==> src/bfa_pkg.sv <==
// Shared types and constants for the bitmap frame allocator.
package bfa_pkg;

  // Frame numbers inside the block: a range end can reach 65535 + 65536.
  localparam int FW = 17;
  // Width of the frame index on the ports and of the search cursor.
  localparam int IDX_W = 16;
  // Width of the frame-count register.
  localparam int CFG_W = 17;

  typedef enum logic [1:0] {
    CMD_ALLOC   = 2'd0,
    CMD_RESERVE = 2'd1,
    CMD_FREE    = 2'd2,
    CMD_PEEK    = 2'd3
  } cmd_t;

  // Commands from the controller to the datapath.
  typedef struct packed {
    logic clear_wr;     // write one all-used word of the clearing pass
    logic load;         // capture the accepted beat
    logic div_load;     // split a frame number into word and bit
    logic div_sel_end;  // split the last frame of the range, not the first
    logic store_first;  // keep the first word and bit, issue its read
    logic store_last;   // keep the last word and bit of a range
    logic scan;         // look for a free bit in the word on the read port
    logic mark;         // update the word on the read port for a range
    logic advance;      // step to the next word
    logic finish;       // capture the result
  } ctl_t;

  // Status from the datapath to the controller.
  typedef struct packed {
    logic clear_last;   // clearing pass at its last word
    logic empty;        // nothing to search or mark
    logic is_range;     // reserve or free command
    logic hit;          // free frame found in the current word
    logic scan_done;    // current word is the last one below the limit
    logic last_word;    // current word is the last one of the range
  } sts_t;

endpackage

==> src/bfa_ctrl.sv <==
// Controller state machine of the bitmap frame allocator.
module bfa_ctrl (
  input  logic          clk,
  input  logic          rst_n,
  input  logic          start,
  input  bfa_pkg::sts_t sts,
  output bfa_pkg::ctl_t ctl,
  output logic          busy,
  output logic          out_valid
);
  import bfa_pkg::*;

  typedef enum logic [7:0] {
    ST_CLEAR = 8'b0000_0001,
    ST_IDLE  = 8'b0000_0010,
    ST_DIVQ  = 8'b0000_0100,
    ST_DIVR  = 8'b0000_1000,
    ST_ENDQ  = 8'b0001_0000,
    ST_ENDR  = 8'b0010_0000,
    ST_SCAN  = 8'b0100_0000,
    ST_MARK  = 8'b1000_0000
  } state_t;

  state_t state_r, state_nxt;
  logic   valid_r;

  always_comb begin
    state_nxt = state_r;
    ctl       = '0;
    unique case (state_r)
      ST_CLEAR: begin
        ctl.clear_wr = 1'b1;
        if (sts.clear_last) begin
          state_nxt = ST_IDLE;
        end
      end
      ST_IDLE: begin
        ctl.load = start;
        if (start) begin
          state_nxt = ST_DIVQ;
        end
      end
      ST_DIVQ: begin
        ctl.div_load = 1'b1;
        if (sts.empty) begin
          ctl.finish = 1'b1;
          state_nxt  = ST_IDLE;
        end else begin
          state_nxt = ST_DIVR;
        end
      end
      ST_DIVR: begin
        ctl.store_first = 1'b1;
        state_nxt = sts.is_range ? ST_ENDQ : ST_SCAN;
      end
      ST_ENDQ: begin
        ctl.div_load    = 1'b1;
        ctl.div_sel_end = 1'b1;
        state_nxt       = ST_ENDR;
      end
      ST_ENDR: begin
        ctl.store_last = 1'b1;
        state_nxt      = ST_MARK;
      end
      ST_SCAN: begin
        ctl.scan = 1'b1;
        if (sts.hit || sts.scan_done) begin
          ctl.finish = 1'b1;
          state_nxt  = ST_IDLE;
        end else begin
          ctl.advance = 1'b1;
        end
      end
      ST_MARK: begin
        ctl.mark = 1'b1;
        if (sts.last_word) begin
          ctl.finish = 1'b1;
          state_nxt  = ST_IDLE;
        end else begin
          ctl.advance = 1'b1;
        end
      end
      default: begin
        state_nxt = ST_CLEAR;
      end
    endcase
  end

  always_ff @(posedge clk) begin
    if (!rst_n) begin
      state_r <= ST_CLEAR;
      valid_r <= 1'b0;
    end else begin
      state_r <= state_nxt;
      valid_r <= ctl.finish;
    end
  end

  assign busy      = (state_r != ST_IDLE);
  assign out_valid = valid_r;

endmodule

==> config.mk <==
export PLATFORM = sky130hd
export DESIGN_NAME = bfa_ctrl
export DESIGN_NICKNAME = d
export VERILOG_FILES = /design/src/bfa_pkg.sv /design/src/bfa_ctrl.sv
export SDC_FILE = /design/constraint.sdc
export NUM_CORES = 1
export LEC_CHECK = 0
export BUFFER_PORTS_ARGS = -buffer_cell sky130_fd_sc_hd__buf_2
export CAP_MARGIN = 20
export CORE_UTILIZATION = 45
export DETAILED_ROUTE_END_ITERATION = 8
export PLACE_DENSITY_LB_ADDON = 0.05
export SLEW_MARGIN = 0
export SYNTH_ARGS = -nofsm -noshare
export SYNTH_HDL_FRONTEND = slang
export SYNTH_SLANG_ARGS = --single-unit
==> constraint.sdc <==
create_clock -name clk -period 2.8 [get_ports clk]
set_input_delay 0 -clock clk [delete_from_list [all_inputs] [get_ports clk]]
set_output_delay 0 -clock clk [all_outputs]
set_load 0.02 [all_outputs]
==> summary.md, run 1 <==
| Metric | Value |
|---|---|
| Crit end category | output pin |
| HPWL after detailed placement | 1.00 mm |
| Layout cell share with drive strength beyond 1 | 34.4% |
| Row count | 12 |
| Largest net degree at the start of global routing | 9 |
| Crit Path Max Fanout | 6 |
| Final GP Congestion | 0.869 |
| Vias post-DR | 554 |
| Period utilization | 65.3% |
| Crit path kind | flop to output pin |
| Avg WL per Cell | 11.5 µm |
| Starting density of the core | 50.6% |
| Outcome | completed |
| Layout area overhead | 23.4% |
| Sequential area share after synthesis | 30.4% |
| Post-synth cell types | 32 |
| WL final | 1.23 mm |
| Cells on worst reg2reg path | 4 |
| Drt drc | 0 |
| Initial antenna violation count | 0 |
| Final-report hold violation count | 0 |
| TNS Setup | 0 ns |
| Most common library cell in the layout ignoring fill and taps | buf_2 |
| Net count after synthesis | 80 |
| Final Critical Period | 1.83 ns |
| Avg Synthesized Cell Area | 8.35 µm² |
| Critical Path AT | 1.83 ns |
| FFs w/ async S/R, synth | 0% |
| Root Buffer Master | clkbuf_4 |
| EDFF count, synth | 0 |
| Number of DRC markers in iteration 0 | 5 |
| Bufs on Longest Clock Path | 2 |
| Pwr/cell area | 530 mW/mm² |
| Ant diodes | 0 |
| Max_cap viols | 0 |
| Die width | 38.3 µm |
| I/O pins | 21 |
| R2R Setup Slk | 1.14 ns |
| Pre-CTS setup slack | 1.14 ns |
| Synth Warn # | 0 |
| Max_slew headroom | 71.4% |
| Mapped cell area | 593 µm² |
| Reg-to-reg startpoint | state_r[3]$_SDFFE_PN0P_ |
| DIE HEIGHT | 38.3 µm |
| Buffers on Ports | 20 |
| Setup violations, final | 0 |
| GRT overflow | 0 |
| Area occupied by multi-input gates | 375 µm² |
| Number of global-route vias before repair | 449 |
| Fillers | 123 |
| Full die area | 0.00147 mm² |
| Worst setup margin | 0.970 ns |
| TritonCTS Buffers | 3 |
| Critical path required time | 2.80 ns |
| RSZ-0062 raised after global routing | false |
| CTS tree | done |
| Ys flop type | dfxtp_1 |
| Hold Path End | state_r[0]$_SDFFE_PN1P_ |
| Core Box Area | 0.00117 mm² |
| Clock transition at path regs | 0.06 ns |
| Worst R2R End | state_r[1]$_SDFFE_PN0P_ |
| Startpoint types | flop |
| Synth Register Bits | 9 |
| Pwr Total | 0.000388 W |
| Slew Limit Fails | 0 |
| Hold_ws | 0.0355 ns |
| Sink Count | 9 |
| Reg area | 180 µm² |
| Global-route wire length before repair | 1.86 mm |
| Drt via density | 5.18 |
| Utilization after layout | 62.5% |
| Commonest cells after routing, fill and taps aside | buf_2 (20), dfxtp_1 (9), nor2_1 (6), inv_1 (6), nor3_1 (6) |
| H-tree levels | 1 |
| Hold path startpoint | sts[5] |
| Worst hold path stage count | 4 |
| Post-CTS resize count | 0 |
| Nets | 103 |
| Worst Skew | 0.00524 ns |
| Final ANT Viol Nets | 0 |
| Max Fclk | 0.547 GHz |
| Max VDD drop | 0.369 mV |
| First-pass detailed-route iteration total | 3 |
| Synth Instances | 71 |
| Clk_lat worst skew | 0.25 ns |
| Total track usage | 18.8% |
| Worst Tran Pin Value | 0.426 ns |
| Hold Crit Class | input pin to flop |
| Pleak | 0.338 nW |
[critical path, cell delays in order (launching register included)]
cell,delay (ns)
dfxtp_1,0.32
or4_1,0.67
nor3_1,0.29
or2_2,0.15
buf_2,0.15
[power breakdown]
group          leakage (nW)  total (W)  switching, W  internal [W]
logic                 0.250   0.000134     0.0000779     0.0000566
registers            0.0731   0.000157     0.0000165      0.000140
clock network        0.0150  0.0000966     0.0000419     0.0000547
[synthesized netlist by cell type, types with 2 or more instances]
| master | count | share of area [%] |
|---|---|---|
| inv_1 | 6 | 3.8 |
| nand2b_1 | 3 | 3.2 |
| buf_2 | 2 | 1.7 |
| or2_2 | 2 | 2.1 |
| nor2_1 | 6 | 3.8 |
| a21oi_1 | 2 | 1.7 |
| nor4_2 | 2 | 4.2 |
| and2_1 | 3 | 3.2 |
| o21a_1 | 2 | 2.5 |
| nor3b_1 | 3 | 3.8 |
| and4b_1 | 2 | 3.4 |
| or4_1 | 2 | 2.5 |
| and3_1 | 3 | 3.2 |
| dfxtp_1 | 9 | 30 |
| and4b_2 | 2 | 3.8 |
| nor3_1 | 6 | 5.1 |
[registers in the layout, indices dropped and copies added, names as in the netlist]
| register | count |
|---|---|
| state_r | 8 |
| out_valid | 1 |
[logic make-up (layout without fill, tap and decap cells)]
logic type                count (synthesis)  after routing  share of synthesized area [%]
AOI/OAI and AO/OA                        10             10                           12.4
xor gates and xnor gates                  1              1                           1.48
buffers and inverters                     9             31                           6.33
DFF                                       9              9                           30.4
and+or+nand+nor                          42             42                           49.4
[worst max-delay path by stage]
stage | startpoint | end | slack [ns]
final | state_r[3]$_SDFFE_PN0P_ | ctl[7] | 0.97
after global placement | state_r[3]$_SDFFE_PN0P_ | state_r[1]$_SDFFE_PN0P_ | 1.12
after global routing | state_r[0]$_SDFFE_PN1P_ | ctl[7] | 0.86
after CTS | state_r[3]$_SDFFE_PN0P_ | ctl[7] | 0.95
after detailed placement | state_r[3]$_SDFFE_PN0P_ | state_r[1]$_SDFFE_PN0P_ | 1.14
after floorplan | state_r[3]$_SDFFE_PN0P_ | out_valid$_SDFF_PN0_ | 1.26
[cell type report]
class	count	share of cell area, %
Clock buffer	4	3.59
Inverter	6	3.08
Multi-Input combinational cell	53	51.3
Sequential cell	9	24.6
Tap cell	14	2.39
Timing Repair Buffer	21	15.0
[per-stage QoR]
stage / cells / instance area, µm²
floorplan: 71 / 593
global placement: 102 / 696
detailed placement: 102 / 696
CTS: 107 / 732
global route: 107 / 732
finish: 107 / 732
[what timing repair did]
action / 4_1_cts / 5_1_grt
endpoints found under the setup margin: 0 / 0
hold endpoints to repair: 1 / 0
hold buffers: 1 / 0
setup buffers: 0 / 0
[layer usage]
metal | vias up | share of wire, % | global-route usage, %
li1 | 305 | - | -
met1 | 234 | 52 | 26.1
met2 | 13 | 43 | 27.5
met3 | 2 | 3.7 | 4.07
met4 | 0 | 1.2 | 8.04
met5 | - | 0 | 0
Power figures use the tool's default switching activity.
==> run 2, diff against run 1 <==
==> constraint.sdc (replaced) <==
create_clock -name clk -period 1.7 [get_ports clk]
set_input_delay 0 -clock clk [delete_from_list [all_inputs] [get_ports clk]]
set_output_delay 0 -clock clk [all_outputs]
set_load 0.02 [all_outputs]
==> run 2 against run 1 <==
Compared with the run above: sequential share of layout area down 2.4 points; clock skew down 0.0032 ns; die area unchanged; largest cell class unchanged; critical path type unchanged; routed wire length up 22%; via count up 11%; global-route usage up 4.9 points; count of clock-buffer cells in the layout unchanged; clock power up 78%; worst hold slack worse by 0.0075 ns; total power up 83%.
==> summary.md, run 2 (same netlist as run 1, synthesis figures left out) <==
| Metric | Value |
|---|---|
| CP top delay family | simple AND/OR/NAND/NOR gates |
| CTS tree | done |
| Drt drc | 0 |
| Largest net degree at the start of global routing | 9 |
| Crit path kind | flop to output pin |
| GRT overflow | 0 |
| Pwr/cell area | 874 mW/mm² |
| Most common library cell in the layout ignoring fill and taps | buf_2 |
| Pleak | 0.378 nW |
| Slowest-stage cell, CP | or4_4 |
| Drt via density | 5.39 |
| Max_cap viols | 0 |
| WL final | 1.50 mm |
| Layout cell share with drive strength beyond 1 | 41.0% |
| Setup crit end | ctl[4] |
| Worst Skew | 0.00202 ns |
| Full die area | 0.00147 mm² |
| Crit Path Max Fanout | 5 |
| Bufs on Longest Clock Path | 2 |
| Global-route wire length before repair | 2.29 mm |
| Commonest cells after routing, fill and taps aside | buf_2 (20), dfxtp_1 (9), buf_4 (7), nor2_1 (6), inv_1 (6) |
| Stages on the worst setup path | 4 |
| Starting density of the core | 50.6% |
| Max FFs per register | 8 |
| Reg with most FFs | state_r |
| Origin of the worst setup path | state_r[0]$_SDFFE_PN1P_ |
| Buffers on Ports | 20 |
| Nets | 110 |
| Reg-to-reg startpoint | state_r[7]$_SDFFE_PN0P_ |
| Avg WL per Cell | 13.1 µm |
| Max Fclk | 0.591 GHz |
| Vias post-DR | 615 |
| Ant diodes | 0 |
| Max_slew headroom | 77.6% |
| H-tree levels | 1 |
| Clk_lat worst skew | 0.27 ns |
| Core Box Area | 0.00117 mm² |
| Worst R2R End | state_r[0]$_SDFFE_PN1P_ |
| Critical Path AT | 1.69 ns |
| Period utilization | 99.6% |
| Outcome | completed |
| Buf/Inv on CP | 2 |
| Fin area | 811 µm² |
| Sink Count | 9 |
| Hold Crit Class | input pin to flop |
| R2R Setup Slk | 0.05 ns |
| Number of DRC markers in iteration 0 | 11 |
| Root Buffer Master | clkbuf_4 |
| Crit-path cells | or4_4, buf_4, nor3_1, buf_2 |
| HPWL after detailed placement | 1.11 mm |
| Slowest stage delay, CP | 0.60 ns |
| Startpoint types | flop |
| Setup violations, final | 0 |
| Crit end category | output pin |
| Pwr Total | 0.000709 W |
| Number of global-route vias before repair | 506 |
| Max VDD drop | 0.614 mV |
| Die width | 38.3 µm |
| Placed cell area | 733 µm² |
| First-pass detailed-route iteration total | 4 |
| Slew Limit Fails | 0 |
| Final-report hold violation count | 0 |
| Final Critical Period | 1.69 ns |
| RSZ-0062 raised after global routing | true |
| Clock transition at path regs | 0.06 ns |
| Final GP Congestion | 0.894 |
| Cells on worst reg2reg path | 4 |
| Initial antenna violation count | 0 |
| DIE HEIGHT | 38.3 µm |
| Worst setup margin | 0.00683 ns |
| Worst Tran Pin Value | 0.336 ns |
| Critical path required time | 1.70 ns |
| I/O pins | 21 |
| TritonCTS Buffers | 3 |
| Pre-CTS setup slack | 0.0305 ns |
| Layout area overhead | 36.7% |
| Fillers | 103 |
| Row count | 12 |
| Total track usage | 23.7% |
| Final ANT Viol Nets | 0 |
## run 2: cell types whose count changed in the layout (fill, tap and decap cells not counted)
| cell | change |
|---|---|
| buf_4 | +7 |
| nor3_1 | -1 |
| nor3_4 | +1 |
| nor4_2 | -1 |
| nor4_4 | +1 |
| or2_2 | -1 |
| or2_4 | +1 |
| or4_1 | -1 |
| or4_4 | +1 |
## run 2: worst min-delay path by stage
stage,startpoint,cells past startpoint,end
5_1_grt,rst_n,2,state_r[6]$_SDFFE_PN0P_
3_5_place_dp,sts[3],2,state_r[4]$_SDFFE_PN0P_
6_report,rst_n,2,state_r[6]$_SDFFE_PN0P_
2_1_floorplan,rst_n,1,state_r[6]$_SDFFE_PN0P_
4_1_cts,rst_n,2,state_r[6]$_SDFFE_PN0P_
3_3_place_gp,sts[3],2,state_r[4]$_SDFFE_PN0P_
## run 2: metrics by stage
stage | TNS (ns) | hold WS, ns | instances | utilization (%)
after global placement | -0.00361 | 0.244 | 107 | 62.6
after global routing | -0.0688 | 0.0351 | 114 | 69.2
after CTS | 0 | 0.0327 | 113 | 67.8
after floorplan | 0 | 0.118 | 71 | -
final | 0 | 0.0280 | 114 | 69.2
after detailed placement | 0 | 0.242 | 107 | 62.6
## run 2: layout make-up
type	instances	area (µm²)	share of cell area (%)
inverters	6	22.5	2.78
multi-input cells	53	402	49.5
well taps	14	17.5	2.16
repair buffers	28	163	20.1
flip-flops and latches	9	180	22.2
clock buffers	4	26.3	3.24
## run 2: per-layer routing
layer / GRT usage, % / up-vias / share of wire, %
li1: - / 316 / -
met2: 34.7 / 22 / 44
met5: 0 / - / 0
met3: 5.81 / 6 / 5.1
met1: 30.5 / 271 / 49
met4: 15.2 / 0 / 2.1
## run 2: timing repair
item                                   CTS  global route
gates resized for setup                  3             2
endpoints found under the hold margin    1             0
pin swaps                                2             1
setup endpoints to repair                3             3
buffers inserted                         1             1
hold buffers                             1             0
## run 2: power breakdown
group          switching, W  total (W)  internal [W]
registers         0.0000257   0.000256      0.000231
clock network     0.0000813   0.000172     0.0000909
logic              0.000157   0.000280      0.000123
total              0.000264   0.000709      0.000445
